===== src/hw/rtl/dtt_pkg.sv =====
// Shared constants, types and codes of the dirty tile tracker.
package dtt_pkg;

  // grid limits
  localparam int MAX_TILES_X = 64;
  localparam int MAX_TILES_Y = 64;

  // column / row index widths and tile count widths
  localparam int COL_W  = (MAX_TILES_X > 1) ? $clog2(MAX_TILES_X) : 1;
  localparam int ROW_W  = (MAX_TILES_Y > 1) ? $clog2(MAX_TILES_Y) : 1;
  localparam int NCOL_W = $clog2(MAX_TILES_X + 1);
  localparam int NROW_W = $clog2(MAX_TILES_Y + 1);

  // divider operand widths: pixel span plus tile size, tile size
  localparam int DIV_N = 15;
  localparam int DIV_D = 9;

  typedef enum logic [1:0] {
    OP_ADD = 2'd0,
    OP_DEL = 2'd1,
    OP_CLR = 2'd2,
    OP_GET = 2'd3
  } op_t;

  typedef enum logic [1:0] {
    REG_CW = 2'd0,
    REG_CH = 2'd1,
    REG_TW = 2'd2,
    REG_TH = 2'd3
  } reg_t;

  typedef enum logic [2:0] {
    F_IDLE,
    F_CLIP,
    F_DIV_GO,
    F_DIV_WAIT,
    F_PUSH
  } fstate_t;

  typedef enum logic [2:0] {
    S_COLS,
    S_ROWS,
    S_C1,
    S_C2,
    S_R1,
    S_R2
  } step_t;

  typedef enum logic [3:0] {
    B_IDLE,
    B_MK_RD,
    B_MK_WR,
    B_SC_RD,
    B_SC_EV,
    B_DN_CHK,
    B_DN_RD,
    B_DN_EV,
    B_GET_FIN,
    B_RES
  } bstate_t;

  // divider request and response
  typedef struct packed {
    logic             start;
    logic [DIV_N-1:0] dividend;
    logic [DIV_D-1:0] divisor;
  } div_req_t;

  typedef struct packed {
    logic             done;
    logic [DIV_N-1:0] quot;
  } div_rsp_t;

  // classified command handed from front to back
  typedef struct packed {
    op_t               op;
    logic              ok;
    logic [COL_W-1:0]  c1;
    logic [COL_W-1:0]  c2;
    logic [ROW_W-1:0]  r1;
    logic [ROW_W-1:0]  r2;
    logic [NCOL_W-1:0] cols;
    logic [NROW_W-1:0] rows;
    logic [8:0]        tw;
    logic [8:0]        th;
  } cmd_t;

endpackage


===== src/hw/rtl/dtt_fifo.sv =====
// Two-entry command queue between front and back.
module dtt_fifo (
  input  logic          clk,
  input  logic          rst_n,
  input  logic          push,
  input  dtt_pkg::cmd_t push_data,
  output logic          full,
  input  logic          pop,
  output dtt_pkg::cmd_t pop_data,
  output logic          empty
);
  import dtt_pkg::*;

  cmd_t       mem_r [2];
  logic       wp_r, rp_r;
  logic [1:0] cnt_r;

  assign full     = (cnt_r == 2'd2);
  assign empty    = (cnt_r == 2'd0);
  assign pop_data = mem_r[rp_r];

  // pointers and fill level
  always_ff @(posedge clk) begin
    if (!rst_n) begin
      wp_r  <= 1'b0;
      rp_r  <= 1'b0;
      cnt_r <= 2'd0;
    end else begin
      if (push) wp_r <= ~wp_r;
      if (pop)  rp_r <= ~rp_r;
      cnt_r <= cnt_r + {1'b0, push} - {1'b0, pop};
    end
  end

  // entry storage
  always_ff @(posedge clk) begin
    if (push) mem_r[wp_r] <= push_data;
  end

endmodule


===== config.mk =====
export PLATFORM = sky130hd
export DESIGN_NAME = dtt_fifo
export DESIGN_NICKNAME = d
export VERILOG_FILES = /design/src/hw/rtl/dtt_pkg.sv /design/src/hw/rtl/dtt_fifo.sv
export SDC_FILE = /design/constraint.sdc
export NUM_CORES = 1
export LEC_CHECK = 0
export BUFFER_PORTS_ARGS = -buffer_cell sky130_fd_sc_hd__buf_2
export CELL_PAD_IN_SITES_DETAIL_PLACEMENT = 1
export CELL_PAD_IN_SITES_GLOBAL_PLACEMENT = 2
export CORE_ASPECT_RATIO = 0.5
export CORE_MARGIN = 10
export CORE_UTILIZATION = 34
export DETAILED_ROUTE_END_ITERATION = 12
export PLACE_DENSITY_LB_ADDON = 0.1
export RECOVER_POWER = 25
export SKIP_CTS_REPAIR_TIMING = 1
export SLEW_MARGIN = 5
export SYNTH_ARGS = -nofsm -noshare
export SYNTH_HDL_FRONTEND = slang
export SYNTH_SLANG_ARGS = --single-unit

===== constraint.sdc =====
create_clock -name clk -period 3.7 [get_ports clk]
set_input_delay 0.74 -clock clk [delete_from_list [all_inputs] [get_ports clk]]
set_output_delay 0.74 -clock clk [all_outputs]
set_load 0.02 [all_outputs]

==> key figures <==
Floorplanning
  – Initial Utilization: 35.3%
  – Core area: 12800 um^2
  – Die footprint: 18600 um^2
  – I/O pin total: 124
  – Horizontal extent of the die: 183 um
  – Floorplan row count: 29
  – Height of the chip: 102 um

Detailed routing
  – Antenna Nets Post-Route: 0
  – DRC violation count after routing: 0
  – Via count: 2314
  – Wirelength, routed: 9720 um
  – 1st-iter DRT viols: 133
  – Total met3 wirelength after detailed routing: 656 um
  – Top layer reached by signal wires: met4
  – M1 wire length: 3950 um
  – Average wire per cell in the routed design: 18.4 um
  – Vias/cell: 4.39
  – DR WL met2: 5020 um
  – Total iterations of the first detailed-routing run: 5

Setup path
  – Setup CP Type: flop to output pin
  – Launch instance of the worst register-to-register path: wp_r
  – Worst Reg-to-Reg Cells: 2
  – CP Capture Point: pop_data[24]
  – Register-to-register setup slack: 2.06 ns
  – Worst r2r dst: mem_r[1][43]
  – Worst Setup Start Kind: flop
  – Kind of end point of the critical path: output pin
  – Arrival time at the worst endpoint: 2.08 ns
  – Maximum net fanout on the critical path: 25
  – Required time worst endpoint: 2.96 ns

CTS
  – Clock latency reported for the late side of the worst-skew pair: 0.40 ns
  – Clock-pin slew on the worst setup and hold paths: 0.06 ns
  – Clock tree buffer depth: 2
  – Total clock sinks: 123
  – Root buffer cell: clkbuf_16
  – Total CTS buffers: 17
  – H-tree Lvls: 4
  – CTS tree: yes

Power
  – Reg power frac: 45.1%
  – Standby leakage power: 0.00222 uW
  – Power per cell area: 615 nW/um^2
  – Net switching power: 815 uW
  – Switching Fraction: 22.4%
  – Part of the total power dissipated in combinational logic: 10.6%
  – Internal power: 2830 uW
  – Clock share of power: 44.3%
  – Maximum vdd ir drop: 0.000326 V
  – Post-layout power: 3640 uW

Logic synthesis
  – Synth area leaders: edfxtp_1, mux2_2, mux2_4
  – Count of flip-flops with a built-in enable after synthesis: 118
  – Area of the mapped netlist: 4530 um^2
  – Count of mapped cells out of synthesis: 205
  – Most numerous cell in the Yosys netlist: edfxtp_1
  – Distinct cell type count of the synthesized netlist: 15
  – Library cell with the largest summed area after synthesis: edfxtp_1
  – Post-synthesis average cell area: 22.1 um^2
  – Register bit count reported by yosys: 123
  – Proportion of synthesized chip area in sequential cells: 80.5%
  – Syn_nets: 270
  – Most used flip-flop cell after synthesis: edfxtp_1
  – Share of flip-flops with an asynchronous set or reset: 0%
  – Synthesis warning total: 0
  – Commonest cells in the netlist: edfxtp_1, mux2_2, mux2_4
  – Area share of the largest cell type after synthesis: 78.3%

Global route
  – Total GRT Usage: 10.6%
  – Maximum number of pins on one net before global-route repair: 38
  – Vias in the first global route: 2706
  – Initial antenna violation count: 0
  – First-pass GRT wire length: 14700 um
  – Overflow left after global routing: 0

Timing
  – Final TNS setup: 0 ns
  – Min Tclk post-route: 2.82 ns
  – Number of hold-slack violations in the final timing report: 0
  – Max-slew headroom: 47.1%
  – Endpoints failing setup: 0
  – Layout Skew: 0.0116 ns
  – Highest achievable clock rate: 355 MHz
  – Least-Margin Pin Slew: 0.792 ns
  – Final period utilization: 76.2%
  – Max-slew violations: 0
  – Setup repair after global routing missed its margin: false

Final layout
  – Layout cell share with drive strength beyond 1: 55.5%
  – Number of nets at the end of the flow: 409
  – P&R area growth vs syn: 30.8%
  – Post-route core utilization: 46.1%
  – Post-route non-filler standard cell count: 527
  – Antenna cells: 0
  – Final Cell Area: 5920 um^2
  – Filler cell count in the final layout: 1274

Place
  – Routability-driven placement congestion ratio: 0.705
  – Number of port buffers: 123
  – HPWL Detailed: 6870 um
  – Post-placement cell area: 5360 um^2
  – Total placed cells including tap cells: 495

Hold path
  – Class of the worst hold path: input port to flop

Status
  – Outcome: finished clean

Run
  – Number of maximum-capacitance constraint violations: 0
[power groups by stage]
stage               clock [uW]  sequential (uW)  combinational (uW)
floorplan                    0             1660                 262
global route              1720             1650                 420
global placement             0             1670                 390
detailed placement           0             1670                 400
CTS                       1670             1640                 402
finish                    1620             1640                 387
[metal layers]
layer	GRT usage, %	vias up
met1	10.5	1152
met2	19.1	64
li1	-	1089
met4	4.88	0
met5	0	-
met3	4.75	9
[worst max-delay path, cell delays in order (launching register included)]
cell,delay [ns]
dfxtp_2,0.72
buf_4,0.41
mux2_2,0.38
buf_2,0.16
[cells in the final DEF (no fill, tap or decap)]
cell        netlist  routed
clkinv_4          0       2
buf_4             0       2
o21a_1            1       1
edfxtp_1        118     118
nor2b_1           4       3
dfxtp_2           0       1
nor2b_4           0       1
mux2_4           10      10
inv_1             2       2
buf_2             4     103
bufinv_16         0       3
xnor3_1           1       1
clkinv_1          0       1
clkinvlp_4        0       2
ha_1              2       2
clkbuf_16         0      17
and2_1            4       3
mux2_2           49      49
dfxtp_1           5       4
and2_2            0       1
nor2_1            1       1
xor2_1            1       1
clkbuf_1          0      22
clkinv_2          0       5
buf_12            0       2
[layout make-up]
type	instances	area, um^2	share of cell area (%)
clock buffers	19	433	7.31
clock inverters	13	151	2.56
inverters	2	7.51	0.127
multi-input cells	73	828	14.0
flip-flops and latches	123	3640	61.5
well taps	170	213	3.59
repair buffers	127	646	10.9
[metrics by stage]
stage	worst slack (ns)	hold slack [ns]
after floorplan	0.960	0.555
after global placement	1.26	0.559
after detailed placement	1.23	0.570
after CTS	0.793	0.503
after global routing	0.745	0.506
final	0.880	0.524
[worst min-delay path by stage]
stage,startpoint,to,slack [ns],cells after the start
3_5_place_dp,rp_r,flop,0.57,2
4_1_cts,push_data[4],mem_r[1][4],0.50,1
2_1_floorplan,rp_r,flop,0.55,2
5_1_grt,push_data[4],mem_r[0][4],0.51,1
3_3_place_gp,rp_r,flop,0.56,2
6_report,push_data[4],mem_r[1][4],0.52,1
[cell families (layout without fill, tap and decap cells)]
| group | after synthesis | after routing | synth area share [%] |
|---|---|---|---|
| XOR/XNOR | 2 | 2 | 0.691 |
| buffers and inverters | 9 | 161 | 1.44 |
| flip-flops | 123 | 123 | 80.5 |
| AO/OA/AOI/OAI | 1 | 1 | 0.166 |
| multiplexers | 59 | 59 | 15.5 |
| adder cells (fa/ha/maj) | 2 | 2 | 0.553 |
| AND/OR/NAND/NOR | 9 | 9 | 1.19 |
[state kept, by name, indices dropped and copies added, names as in the netlist, named ones only]
signal	cells
mem_r	118
rp_r	1
wp_r	1
cnt_r	2
No activity file was read; power rests on OpenSTA's default activity.
