$ cat config.mk
export PLATFORM = sky130hd
export DESIGN_NAME = dtt_div
export DESIGN_NICKNAME = d
export VERILOG_FILES = /design/src/hw/rtl/dtt_pkg.sv /design/src/hw/rtl/dtt_div.sv
export SDC_FILE = /design/constraint.sdc
export NUM_CORES = 1
export LEC_CHECK = 0
export BUFFER_PORTS_ARGS = -buffer_cell sky130_fd_sc_hd__buf_4
export CORE_MARGIN = 1.5
export CORE_UTILIZATION = 30
export CTS_CLUSTER_SIZE = 40
export DETAILED_ROUTE_END_ITERATION = 6
export GPL_TIMING_DRIVEN = 0
export PLACE_DENSITY = 0.51
export SYNTH_ARGS = -nofsm -noshare
export SYNTH_HDL_FRONTEND = slang
export SYNTH_SLANG_ARGS = --single-unit
$ cat constraint.sdc
create_clock -name clk -period 3.4 [get_ports clk]
set_input_delay 0.51 -clock clk [delete_from_list [all_inputs] [get_ports clk]]
set_output_delay 0.51 -clock clk [all_outputs]
set_load 0.01 [all_outputs]
$ cat src/hw/rtl/dtt_pkg.sv
// Shared constants, types and codes of the dirty tile tracker.
package dtt_pkg;

  // grid limits
  localparam int MAX_TILES_X = 64;
  localparam int MAX_TILES_Y = 64;

  // column / row index widths and tile count widths
  localparam int COL_W  = (MAX_TILES_X > 1) ? $clog2(MAX_TILES_X) : 1;
  localparam int ROW_W  = (MAX_TILES_Y > 1) ? $clog2(MAX_TILES_Y) : 1;
  localparam int NCOL_W = $clog2(MAX_TILES_X + 1);
  localparam int NROW_W = $clog2(MAX_TILES_Y + 1);

  // divider operand widths: pixel span plus tile size, tile size
  localparam int DIV_N = 15;
  localparam int DIV_D = 9;

  typedef enum logic [1:0] {
    OP_ADD = 2'd0,
    OP_DEL = 2'd1,
    OP_CLR = 2'd2,
    OP_GET = 2'd3
  } op_t;

  typedef enum logic [1:0] {
    REG_CW = 2'd0,
    REG_CH = 2'd1,
    REG_TW = 2'd2,
    REG_TH = 2'd3
  } reg_t;

  typedef enum logic [2:0] {
    F_IDLE,
    F_CLIP,
    F_DIV_GO,
    F_DIV_WAIT,
    F_PUSH
  } fstate_t;

  typedef enum logic [2:0] {
    S_COLS,
    S_ROWS,
    S_C1,
    S_C2,
    S_R1,
    S_R2
  } step_t;

  typedef enum logic [3:0] {
    B_IDLE,
    B_MK_RD,
    B_MK_WR,
    B_SC_RD,
    B_SC_EV,
    B_DN_CHK,
    B_DN_RD,
    B_DN_EV,
    B_GET_FIN,
    B_RES
  } bstate_t;

  // divider request and response
  typedef struct packed {
    logic             start;
    logic [DIV_N-1:0] dividend;
    logic [DIV_D-1:0] divisor;
  } div_req_t;

  typedef struct packed {
    logic             done;
    logic [DIV_N-1:0] quot;
  } div_rsp_t;

  // classified command handed from front to back
  typedef struct packed {
    op_t               op;
    logic              ok;
    logic [COL_W-1:0]  c1;
    logic [COL_W-1:0]  c2;
    logic [ROW_W-1:0]  r1;
    logic [ROW_W-1:0]  r2;
    logic [NCOL_W-1:0] cols;
    logic [NROW_W-1:0] rows;
    logic [8:0]        tw;
    logic [8:0]        th;
  } cmd_t;

endpackage

$ cat src/hw/rtl/dtt_div.sv
// Restoring divider, one quotient bit per cycle.
module dtt_div (
  input  logic              clk,
  input  logic              rst_n,
  input  dtt_pkg::div_req_t req,
  output dtt_pkg::div_rsp_t rsp
);
  import dtt_pkg::*;

  localparam int CW = $clog2(DIV_N);

  logic             busy_r;
  logic             done_r;
  logic [CW-1:0]    cnt_r;
  logic [DIV_D-1:0] rem_r;
  logic [DIV_N-1:0] quo_r;
  logic [DIV_D-1:0] dvs_r;
  logic [DIV_D+1:0] trial;

  // trial subtract of the divisor from the shifted remainder
  assign trial = {1'b0, rem_r, quo_r[DIV_N-1]} - {2'b00, dvs_r};

  // control
  always_ff @(posedge clk) begin
    if (!rst_n) begin
      busy_r <= 1'b0;
      done_r <= 1'b0;
      cnt_r  <= '0;
    end else begin
      done_r <= busy_r && !req.start && (cnt_r == '0);
      if (req.start) begin
        busy_r <= 1'b1;
        cnt_r  <= CW'(DIV_N - 1);
      end else if (busy_r) begin
        if (cnt_r == '0) begin
          busy_r <= 1'b0;
        end else begin
          cnt_r <= cnt_r - 1'b1;
        end
      end
    end
  end

  // datapath
  always_ff @(posedge clk) begin
    if (req.start) begin
      quo_r <= req.dividend;
      rem_r <= '0;
      dvs_r <= req.divisor;
    end else if (busy_r) begin
      if (!trial[DIV_D+1]) begin
        rem_r <= trial[DIV_D-1:0];
        quo_r <= {quo_r[DIV_N-2:0], 1'b1};
      end else begin
        rem_r <= {rem_r[DIV_D-2:0], quo_r[DIV_N-1]};
        quo_r <= {quo_r[DIV_N-2:0], 1'b0};
      end
    end
  end

  assign rsp.done = done_r;
  assign rsp.quot = quo_r;

endmodule

==> out/summary.txt <==
LAYOUT
----------------------------------------------------------------------------------------
Most common cell after layout, fill and taps aside ........................ sky130_fd_sc_hd__buf_4
Area Growth Syn to Fin ....................................................       25.85%
Final net count ...........................................................          266
Antenna Diode Count .......................................................            0
Multi-input gate area .....................................................    885.9 um2
Final-layout fill cell count ..............................................          639
Area of all sequential standard cells .....................................     1021 um2
Commonest cells after routing, fill and taps aside ........................ sky130_fd_sc_hd__buf_4, sky130_fd_sc_hd__edfxtp_1, sky130_fd_sc_hd__nand2_1
Layout cell share with drive strength beyond 1 ............................       28.07%
Post-layout instance area .................................................     2510 um2

WORST SETUP PATH
----------------------------------------------------------------------------------------
Data required time at the worst endpoint ..................................      3.45 ns
Cell with the largest stage delay on the worst path ....................... sky130_fd_sc_hd__edfxtp_1
Critical path cell sequence ............................................... inv_1, ha_1, inv_1, fa_1, and3_1, o21ai_2, a211oi_4, or2_1, buf_2, mux2_2
Kind of start point of the critical path ..................................     register
Crit path max-delay family ................................................  adder cells
Slack of the worst reg-to-reg path ........................................      0.80 ns
CP max stage delay ........................................................      0.44 ns
Critical path buffer and inverter count ...................................            3
Data arrival time of the worst path .......................................      2.65 ns
Most numerous cell on the critical path ................................... sky130_fd_sc_hd__inv_1
Worst reg2reg path depth ..................................................           10
Reg-to-Reg Start ..........................................................    quo_r[14]
Worst Setup End Kind ......................................................     register
R2R Path End ..............................................................     quo_r[0]
Start-to-end type of the worst setup path ................................. register to register
Maximum fanout along the worst path .......................................            8

FLOORPLAN
----------------------------------------------------------------------------------------
Area of the placeable core ................................................     6386 um2
Number of rows in the core area ...........................................           29
Height of the die .........................................................     84.54 um
Starting Density ..........................................................       31.23%
Number of placed I/O pins .................................................           43
X dimension of the die ....................................................     84.54 um
Area enclosed by the die boundary .........................................     7146 um2

WORST HOLD PATH
----------------------------------------------------------------------------------------
Origin of the worst min-delay path ........................................       req[8]
Capture endpoint of the worst hold path ...................................     dvs_r[8]
Hold crit path type ....................................................... input port to register
WHS Path Cells ............................................................            1

PLACEMENT
----------------------------------------------------------------------------------------
Placer Congestion .........................................................       0.7601
Count of input and output buffers .........................................           42
Post-detailed-placement cell area .........................................     2406 um2
Place WS ..................................................................    0.7967 ns
Hpwl dp ...................................................................      2949 um

STA
----------------------------------------------------------------------------------------
Count of endpoints failing hold in the final timing report ................            0
Layout Skew ...............................................................  0.008838 ns
Unrepaired setup endpoints after global routing ...........................           no
Slew Limit Fails ..........................................................            0
Post-route fraction of the period consumed by the critical path ...........       76.54%
Slew Limit Headroom .......................................................       58.28%
Final worst setup slack ...................................................    0.7976 ns
Final setup violation count ...............................................            0
Achievable frequency ......................................................   0.3843 GHz
Hold WS ...................................................................    0.3812 ns
Final critical path time including I/O delays and setup ...................     2.602 ns
Transition at the pin with the smallest max-transition slack ..............    0.6242 ns
Fin Setup TNS .............................................................         0 ns

GLOBAL ROUTING
----------------------------------------------------------------------------------------
First-pass GRT wire length ................................................      6796 um
Pin count of the biggest net entering global routing ......................           16
Global route overflow .....................................................            0
Overall Global Routing Usage ..............................................       12.11%
Vias in the first global route ............................................         1379
Number of antenna violations at the first check in global routing .........            0

FLOW RUN
----------------------------------------------------------------------------------------
Maximum capacitance violations ............................................            0

DETAILED ROUTING
----------------------------------------------------------------------------------------
Iter 0 DRT Violations .....................................................           70
Total vias in the final route .............................................         1461
Routed wire length ........................................................      3991 um
Routed length per instance ................................................     13.09 um
Remaining number of nets flagged by the antenna check after routing .......            0
Number of search-and-repair iterations in the first detailed-routing pass .            4
Number of vias per cell after detailed routing ............................        4.790
DRC violation count after routing .........................................            0

SYNTHESIS
----------------------------------------------------------------------------------------
Synth Net Count ...........................................................          217
Library cell occupying the most area in the post-synthesis netlist ........ sky130_fd_sc_hd__edfxtp_1
Number of instances in the synthesized netlist ............................          178
Library cells used by synthesis ...........................................           46
Register bit count reported by yosys ......................................           39
Per-instance average area after synthesis .................................    11.20 um2
Cells taking the most area after synthesis ................................ sky130_fd_sc_hd__edfxtp_1, sky130_fd_sc_hd__dfxtp_1, sky130_fd_sc_hd__ha_1, sky130_fd_sc_hd__mux2_1, sky130_fd_sc_hd__nand2_1
Cell area after synthesis .................................................     1994 um2
Yosys warnings ............................................................            0
Sequential-to-total area share from yosys stat ............................       51.19%
Synth top area share ......................................................       36.14%

CTS
----------------------------------------------------------------------------------------
Root buffer selected by CTS ............................................... sky130_fd_sc_hd__clkbuf_8
Skew-Pair Late Insertion Delay ............................................      0.30 ns
Clock slew at the register clock pins of the worst setup and hold paths ...      0.08 ns
Number of post-CTS setup repair buffers ...................................            0
Post-cts hold buffer count ................................................            0
Cts bufs inserted .........................................................            5
Number of sinks handled by clock tree synthesis ...........................           39
CTS tree ..................................................................          yes
Post-cts resize count .....................................................            0
H-tree levels .............................................................            2
CTS Buffer Depth ..........................................................            2

RUN STATUS
----------------------------------------------------------------------------------------
Run status ................................................................ complete, no violations

PWR
----------------------------------------------------------------------------------------
Power density over the cells .............................................. 484.3 nW/um2
LEAKAGE ...................................................................     1.017 nW
VDD IR max ................................................................     197.6 uV

## registers in the layout, summed over array words and instances (netlist names)
signal	cells
busy_r	1
done_r	1
quo_r	15
dvs_r	9
cnt_r	4
rem_r	9
## worst max path at each step
stage	from	end	slack, ns	cells after the start
6_report	quo_r[14]	quo_r[0]	0.80	10
5_1_grt	quo_r[14]	quo_r[0]	0.66	10
2_1_floorplan	quo_r[14]	quo_r[0]	0.95	10
3_3_place_gp	quo_r[14]	quo_r[0]	0.81	10
3_5_place_dp	quo_r[14]	quo_r[0]	0.80	10
4_1_cts	quo_r[14]	quo_r[0]	0.78	10
## Yosys cell counts (all sizes together)
library cell / n
buf: 3
or2: 1
a31oi: 2
nand2: 16
o211ai: 2
a21boi: 3
fa: 1
dfxtp: 15
nor3: 1
o21a: 1
o31a: 2
nand2b: 3
nor2: 12
and4: 1
edfxtp: 24
a21oi: 7
o311ai: 1
o2111ai: 1
xnor2: 3
or3: 3
a21o: 1
nor2b: 1
o32ai: 1
nand3: 3
a311oi: 7
o31ai: 1
a211oi: 4
mux2: 15
ha: 11
nor4: 2
nor3b: 1
o21ai: 7
and3: 2
xor2: 1
inv: 15
clkbuf: 4
## per-stage QoR
stage | cells | utilization [%] | power [mW]
after floorplan | 178 | - | 0.7670
after global placement | 297 | 37.68 | 0.8663
after detailed placement | 297 | 37.68 | 0.8672
after CTS | 305 | 39.30 | 1.226
after global routing | 305 | 39.30 | 1.285
final | 305 | 39.30 | 1.216
## per-layer routing
metal / vias to the layer above / wire length [um] / track usage, %
met5: - / 0 / 0
met4: 0 / 72 / 4.839
met3: 5 / 124 / 3.048
met2: 27 / 1775 / 17.75
met1: 675 / 2018 / 17.09
li1: 754 / - / -
## area by class of cell
| type | count | area share [%] |
|---|---|---|
| sequential | 39 | 40.68 |
| multi-input combinational | 117 | 35.29 |
| timing repair buffer | 42 | 12.56 |
| clock buffer | 7 | 3.838 |
| tap | 77 | 3.838 |
| inverter | 15 | 2.243 |
| buffer | 7 | 1.246 |
| clock inverter | 1 | 0.2991 |
## cells by family after synthesis
logic type      after synthesis  share of synthesized area [%]
simple gates                 46                          11.04
compound gates               40                          15.24
flops                        39                          51.19
buf+inv                      22                          4.391
mux                          15                          8.469
fa+ha+maj                    12                          7.905
xor+xnor                      4                          1.757
## power breakdown
| group | switching [mW] | leakage [nW] | internal [mW] |
|---|---|---|---|
| logic | 0.147 | 0.604 | 0.129 |
| clock network | 0.176 | 0.0505 | 0.185 |
| registers | 0.0259 | 0.363 | 0.553 |
| total | 0.348 | 1.02 | 0.868 |
Power figures use the tool's default switching activity.
