File: src/hw/rtl/dtt_pkg.sv
// Shared constants, types and codes of the dirty tile tracker.
package dtt_pkg;

  // grid limits
  localparam int MAX_TILES_X = 64;
  localparam int MAX_TILES_Y = 64;

  // column / row index widths and tile count widths
  localparam int COL_W  = (MAX_TILES_X > 1) ? $clog2(MAX_TILES_X) : 1;
  localparam int ROW_W  = (MAX_TILES_Y > 1) ? $clog2(MAX_TILES_Y) : 1;
  localparam int NCOL_W = $clog2(MAX_TILES_X + 1);
  localparam int NROW_W = $clog2(MAX_TILES_Y + 1);

  // divider operand widths: pixel span plus tile size, tile size
  localparam int DIV_N = 15;
  localparam int DIV_D = 9;

  typedef enum logic [1:0] {
    OP_ADD = 2'd0,
    OP_DEL = 2'd1,
    OP_CLR = 2'd2,
    OP_GET = 2'd3
  } op_t;

  typedef enum logic [1:0] {
    REG_CW = 2'd0,
    REG_CH = 2'd1,
    REG_TW = 2'd2,
    REG_TH = 2'd3
  } reg_t;

  typedef enum logic [2:0] {
    F_IDLE,
    F_CLIP,
    F_DIV_GO,
    F_DIV_WAIT,
    F_PUSH
  } fstate_t;

  typedef enum logic [2:0] {
    S_COLS,
    S_ROWS,
    S_C1,
    S_C2,
    S_R1,
    S_R2
  } step_t;

  typedef enum logic [3:0] {
    B_IDLE,
    B_MK_RD,
    B_MK_WR,
    B_SC_RD,
    B_SC_EV,
    B_DN_CHK,
    B_DN_RD,
    B_DN_EV,
    B_GET_FIN,
    B_RES
  } bstate_t;

  // divider request and response
  typedef struct packed {
    logic             start;
    logic [DIV_N-1:0] dividend;
    logic [DIV_D-1:0] divisor;
  } div_req_t;

  typedef struct packed {
    logic             done;
    logic [DIV_N-1:0] quot;
  } div_rsp_t;

  // classified command handed from front to back
  typedef struct packed {
    op_t               op;
    logic              ok;
    logic [COL_W-1:0]  c1;
    logic [COL_W-1:0]  c2;
    logic [ROW_W-1:0]  r1;
    logic [ROW_W-1:0]  r2;
    logic [NCOL_W-1:0] cols;
    logic [NROW_W-1:0] rows;
    logic [8:0]        tw;
    logic [8:0]        th;
  } cmd_t;

endpackage

File: src/hw/rtl/dtt_front.sv
// Front end: accepts words, clips rectangles and works out tile spans.
module dtt_front (
  input  logic              clk,
  input  logic              rst_n,
  input  logic              in_tvalid,
  output logic              in_tready,
  input  logic [1:0]        in_tuser,
  input  logic [63:0]       in_tdata,
  input  logic [13:0]       cw,
  input  logic [13:0]       ch,
  input  logic [8:0]        tw,
  input  logic [8:0]        th,
  output dtt_pkg::div_req_t div_req,
  input  dtt_pkg::div_rsp_t div_rsp,
  output logic              push,
  output dtt_pkg::cmd_t     cmd,
  input  logic              full
);
  import dtt_pkg::*;

  typedef struct packed {
    logic        nil;
    logic [13:0] lo;
    logic [13:0] hi;
  } clip_t;

  typedef struct packed {
    logic             fail;
    logic [DIV_N-1:0] f;
    logic [DIV_N-1:0] l;
  } span_t;

  fstate_t state_r, state_nxt;
  step_t   step_r;
  op_t     op_r;

  logic signed [15:0] rx_r, ry_r, rw_r, rh_r;
  clip_t              xc_r, yc_r;
  logic [DIV_N-1:0]   qcols_r, qrows_r, qc1_r, qc2_r, qr1_r, qr2_r;
  logic [8:0]         tws, ths;
  logic               del;
  logic               last_step;
  logic [DIV_N-1:0]   ncols, nrows;
  span_t              xs, ys;

  // clip [pos, pos+len) to [0, limit)
  function automatic clip_t clip_f(input logic signed [15:0] pos,
                                   input logic signed [15:0] len,
                                   input logic [13:0] limit);
    logic signed [16:0] a;
    logic signed [16:0] b;
    clip_t r;
    a = pos[15] ? 17'sd0 : $signed({1'b0, pos});
    b = $signed({pos[15], pos}) + $signed({len[15], len});
    if (b > $signed({3'b000, limit})) begin
      b = $signed({3'b000, limit});
    end
    r.nil = (len <= 16'sd0) || (b <= a);
    r.lo  = a[13:0];
    r.hi  = b[13:0];
    return r;
  endfunction

  // tile span inside a grid of n tiles from the two quotients
  function automatic span_t span_f(input logic nil, input logic full_cov,
                                   input logic [DIV_N-1:0] qf,
                                   input logic [DIV_N-1:0] ql,
                                   input logic [DIV_N-1:0] n);
    span_t s;
    s.f    = qf;
    s.l    = full_cov ? ql - 1'b1 : ql;
    s.fail = nil || (full_cov && ql == '0) || n == '0 || s.f > s.l || s.f >= n;
    if (s.l >= n) begin
      s.l = n - 1'b1;
    end
    return s;
  endfunction

  assign tws = (tw == '0) ? 9'd1 : tw;
  assign ths = (th == '0) ? 9'd1 : th;
  assign del = (op_r == OP_DEL);

  // only add and delete need the rectangle spans
  assign last_step = (op_r == OP_ADD || op_r == OP_DEL) ? (step_r == S_R2)
                                                        : (step_r == S_ROWS);

  // next state
  always_comb begin
    state_nxt = state_r;
    unique case (state_r)
      F_IDLE:     if (in_tvalid) state_nxt = F_CLIP;
      F_CLIP:     state_nxt = F_DIV_GO;
      F_DIV_GO:   state_nxt = F_DIV_WAIT;
      F_DIV_WAIT: if (div_rsp.done) state_nxt = last_step ? F_PUSH : F_DIV_GO;
      F_PUSH:     if (!full) state_nxt = F_IDLE;
      default:    state_nxt = F_IDLE;
    endcase
  end

  // outputs: handshake and divider operands
  always_comb begin
    in_tready        = (state_r == F_IDLE);
    push             = (state_r == F_PUSH) && !full;
    div_req.start    = (state_r == F_DIV_GO);
    div_req.divisor  = tws;
    div_req.dividend = '0;
    unique case (step_r)
      S_COLS: div_req.dividend = DIV_N'(cw) + DIV_N'(tws) - 1'b1;
      S_ROWS: begin
        div_req.dividend = DIV_N'(ch) + DIV_N'(ths) - 1'b1;
        div_req.divisor  = ths;
      end
      S_C1: div_req.dividend = del ? DIV_N'(xc_r.lo) + DIV_N'(tws) - 1'b1
                                   : DIV_N'(xc_r.lo);
      S_C2: div_req.dividend = del ? DIV_N'(xc_r.hi) : DIV_N'(xc_r.hi) - 1'b1;
      S_R1: begin
        div_req.dividend = del ? DIV_N'(yc_r.lo) + DIV_N'(ths) - 1'b1
                               : DIV_N'(yc_r.lo);
        div_req.divisor  = ths;
      end
      S_R2: begin
        div_req.dividend = del ? DIV_N'(yc_r.hi) : DIV_N'(yc_r.hi) - 1'b1;
        div_req.divisor  = ths;
      end
      default: div_req.dividend = '0;
    endcase
  end

  // cap the grid and build the command
  assign ncols = (qcols_r > DIV_N'(MAX_TILES_X)) ? DIV_N'(MAX_TILES_X) : qcols_r;
  assign nrows = (qrows_r > DIV_N'(MAX_TILES_Y)) ? DIV_N'(MAX_TILES_Y) : qrows_r;
  assign xs    = span_f(xc_r.nil, del, qc1_r, qc2_r, ncols);
  assign ys    = span_f(yc_r.nil, del, qr1_r, qr2_r, nrows);

  always_comb begin
    cmd.op   = op_r;
    cmd.ok   = !xs.fail && !ys.fail;
    cmd.c1   = xs.f[COL_W-1:0];
    cmd.c2   = xs.l[COL_W-1:0];
    cmd.r1   = ys.f[ROW_W-1:0];
    cmd.r2   = ys.l[ROW_W-1:0];
    cmd.cols = ncols[NCOL_W-1:0];
    cmd.rows = nrows[NROW_W-1:0];
    cmd.tw   = tws;
    cmd.th   = ths;
  end

  // state
  always_ff @(posedge clk) begin
    if (!rst_n) begin
      state_r <= F_IDLE;
      step_r  <= S_COLS;
    end else begin
      state_r <= state_nxt;
      if (state_r == F_IDLE) begin
        step_r <= S_COLS;
      end else if (state_r == F_DIV_WAIT && div_rsp.done && !last_step) begin
        step_r <= step_t'(step_r + 1'b1);
      end
    end
  end

  // capture word, clip, store quotients
  always_ff @(posedge clk) begin
    if (state_r == F_IDLE && in_tvalid) begin
      op_r <= op_t'(in_tuser);
      rx_r <= in_tdata[15:0];
      ry_r <= in_tdata[31:16];
      rw_r <= in_tdata[47:32];
      rh_r <= in_tdata[63:48];
    end
    if (state_r == F_CLIP) begin
      xc_r <= clip_f(rx_r, rw_r, cw);
      yc_r <= clip_f(ry_r, rh_r, ch);
    end
    if (state_r == F_DIV_WAIT && div_rsp.done) begin
      unique case (step_r)
        S_COLS:  qcols_r <= div_rsp.quot;
        S_ROWS:  qrows_r <= div_rsp.quot;
        S_C1:    qc1_r   <= div_rsp.quot;
        S_C2:    qc2_r   <= div_rsp.quot;
        S_R1:    qr1_r   <= div_rsp.quot;
        S_R2:    qr2_r   <= div_rsp.quot;
        default: qcols_r <= div_rsp.quot;
      endcase
    end
  end

endmodule

File: config.mk
export PLATFORM = sky130hd
export DESIGN_NAME = dtt_front
export DESIGN_NICKNAME = d
export VERILOG_FILES = /design/src/hw/rtl/dtt_pkg.sv /design/src/hw/rtl/dtt_front.sv
export SDC_FILE = /design/constraint.sdc
export NUM_CORES = 1
export LEC_CHECK = 0
export BUFFER_PORTS_ARGS = -buffer_cell sky130_fd_sc_hd__buf_2
export CAP_MARGIN = 40
export CORE_AREA = 2 2 216 218
export CTS_BUF_LIST = sky130_fd_sc_hd__clkbuf_8
export DETAILED_ROUTE_END_ITERATION = 10
export DIE_AREA = 0 0 218 220
export REMOVE_ABC_BUFFERS = 1
export SLEW_MARGIN = 15
export SYNTH_ARGS = -nofsm -noshare
export SYNTH_HDL_FRONTEND = slang
export SYNTH_SLANG_ARGS = --single-unit
File: constraint.sdc
create_clock -name clk -period 7.82 [get_ports clk]
set_input_delay 1.564 -clock clk [delete_from_list [all_inputs] [get_ports clk]]
set_output_delay 1.564 -clock clk [all_outputs]
set_load 0.02 [all_outputs]
==> results.txt <==
Status: finished, final reports clean
Final-report hold violation count: 0
Syn-to-layout area delta: 14.9%
Req. time, crit path: 6.26 ns
Clock Path Buffers: 3
Slew Limit Headroom: 42.2%
Total Neg Setup Slack: 0 ns
Post-synth EDFFs: 214
Overall routing resource usage: 22.6%
RSZ-0062 raised after global routing: false
Antenna Nets Post-Route: 0
Fin cells: 2714
Die H: 220 um
#FFs+latches synth: 220
Most frequent cells in the layout: 282 x ha_1, 250 x inv_1, 217 x buf_2, 214 x edfxtp_1, 107 x nand2_1
Initial Util: 39.2%
First DRT Iteration DRCs: 771
Vias in the first global route: 14500
Port buffer count: 217
TritonCTS Sinks: 220
Synth Area in Compound Gates: 13.9%
Largest family of logic cells by synthesized area: adder cells
Routability congestion estimate: 0.944
Wirelength, routed: 54.1 mm
First-pass GRT wire length: 82.0 mm
Fmax: 144 MHz
HP Class: reg2reg
PD cells: 223 nW/um^2
Grt ovf: 0
CTS tree: done
Crit path max-delay family: simple AND/OR/NAND/NOR gates
Fillers: 4424
Die ar.: 48000 um^2
Critical Path Source Type: register
Crit Path Category: reg2out
Post-CTS Setup Inserts: 0
Fin crit period: 6.92 ns
Syn avg cell area: 9.91 um^2
Post-synth ARST share: 0%
Tot Pwr: 4.62 mW
Fin crit share: 88.5%
CTS Hold Buffers Added: 0
CP bufs+invs: 1
Main synth FF type: edfxtp_1
Share of the synthesized area in the top cell type: 35.7%
Largest stage delay, worst path: 0.72 ns
CP dominant cell by count: nand2b_1
Largest net degree at the start of global routing: 67
Worst Max-Slew Pin Slew: 0.863 ns
Slowest CP cell: a31oi_1
Vias: 14400
Boundary Pins: 218
Crit-path cells: nand2b_1, nor3_1, nand2b_1, nor3_1, nand2b_1, nor4_1, nand2b_1, nor2_1, xor2_1, ha_1, a21o_1, a21oi_1, o211ai_1, a31oi_1, mux2_2, buf_2
Synth area leader: edfxtp_1
Worst-path clk slew: 0.06 ns
DP Wirelength: 44.8 mm
Vias/cell: 5.32
Maximum VDD drop: 0.183 mV
CTS HTree Levels: 2
Syn. warnings: 0
Simple-gate share of the synthesized area: 13.8%
Inst Count DP: 2637
Root buffer cell: clkbuf_8
Antenna fix cells: 0
Area of the mapped netlist: 18000 um^2
Drt wl/cell: 19.9 um
Post-Synthesis Cells: 1815
Fin nets: 2495
Max Cap Viol: 0
CTS Buf Count: 42
Core Footprint: 45900 um^2
# setup viols final: 0
Layout cell share with drive strength beyond 1: 16.2%
Xor/xnor share of the synthesized area: 5.98%
Row count: 79
Clock skew: 0.0453 ns
DRC violations left: 0
Register area share after synthesis: 36.4%
CP arrival: 5.36 ns
Most common cell after layout, fill and taps aside: ha_1
Worst setup EP type: output port
Lkg Pwr: 9.29 nW
Worst skew pair latency: 0.60 ns
Post-Synth Adder-Cell Area: 20.3%
Top cells by area, synth: edfxtp_1 36%, ha_1 20%, inv_1 5.1%
Slew Viols, Final: 0
Post-cts sizing count: 0
DRT Pass-1 Iters: 5
Multiplexer area fraction after synthesis: 3.10%
Distinct cells, synth: 82
Largest fanout on the critical path: 7
Initial antenna violation count: 0
Die extent in x: 218 um
==> final timing paths <==
check                              start                      to  slack (ns)  depth (start not counted)
setup / recovery       op_r[1]$_DFFE_PP_                 cmd[35]        0.90                         16
setup reg to reg       ry_r[0]$_DFFE_PP_      yc_r[28]$_DFFE_PP_        1.63                         29
hold reg to reg   step_r[1]$_SDFFE_PP0P_  step_r[1]$_SDFFE_PP0P_        0.59                          2
hold / removal    step_r[1]$_SDFFE_PP0P_  step_r[1]$_SDFFE_PP0P_        0.59                          2
==> metal layers <==
layer  up-vias  track usage [%]  routed length, um
met5         -                0                  0
met4         0             9.61               2170
met3        95             2.65               2250
met2       358             40.0              26400
met1      6889             27.8              23300
li1       7083                -                  -
==> logic make-up after synthesis <==
kind of cell	after synthesis
mux	47
fa+ha+maj	288
compound gates	367
other cells	1
buf+inv	292
simple gates	478
flops	220
xor+xnor	122
==> flip-flops by register name, indices dropped and copies added (netlist names), 15 cells and up <==
register and count:
rx_r 16, yc_r 29, rw_r 16, qr2_r 15, qcols_r 15, qr1_r 15
xc_r 29, rh_r 16, qrows_r 15, qc1_r 15, qc2_r 15, ry_r 16
==> report_power, final <==
group / switching (mW) / internal [mW] / leakage (nW)
logic: 1.10 / 0.811 / 6.82
registers: 0.0989 / 1.47 / 2.02
clock network: 0.504 / 0.636 / 0.446
==> Yosys cell counts (6+ instances only) <==
cell type    n
nand2b_1    54
nor3_1      37
a221oi_1     6
a211oi_1    12
clkbuf_1    33
or3_1       20
and3_1      12
nor4_1      32
buf_4       12
xnor2_1     80
dfxtp_1      6
mux2_2      14
a22oi_1      9
o221ai_1    10
ha_1       282
o21a_1      23
or4_1        7
a21o_1      38
o211ai_1     7
o22ai_1      9
o21bai_1    10
and2_1       9
nand3_1     25
xor2_1      41
a21oi_1    100
fa_1         6
nand2_1    107
o21ai_0     69
nor2_1      86
a31oi_1     12
o2111ai_1    6
nand4_1     32
inv_1      243
nor2b_1     33
mux2_4      14
edfxtp_1   214
mux2i_1     19
==> area by class of cell <==
cell class                      count  area (um^2)  area share [%]
Inverter                          243          912            4.41
Sequential cell                   220         6550            31.7
Multi-Input combinational cell   1334        10400            50.3
Clock buffer                       42          578            2.80
Clock inverter                     34          253            1.22
Timing Repair Buffer              234         1240            5.98
Tap cell                          607          759            3.67
==> stage by stage <==
stage               setup slack, ns  cell area, um^2  utilization [%]  hold slack, ns
CTS                           0.844            20700             45.0           0.603
global route                  0.429            20700             45.1           0.627
global placement               1.14            19800             43.1           0.556
finish                        0.898            20700             45.1           0.594
detailed placement             1.18            19800             43.2           0.595
floorplan                      1.95            17800                -           0.532
==> worst reg2reg max path, delay by kind of cell, from the launching register on <==
family	cells	cell delay (ns)
compound gates	14	2.49
flops	1	0.39
xor+xnor	1	0.16
mux	1	0.40
fa+ha+maj	4	1.26
simple gates	9	1.20
No activity file was read; power rests on OpenSTA's default activity.
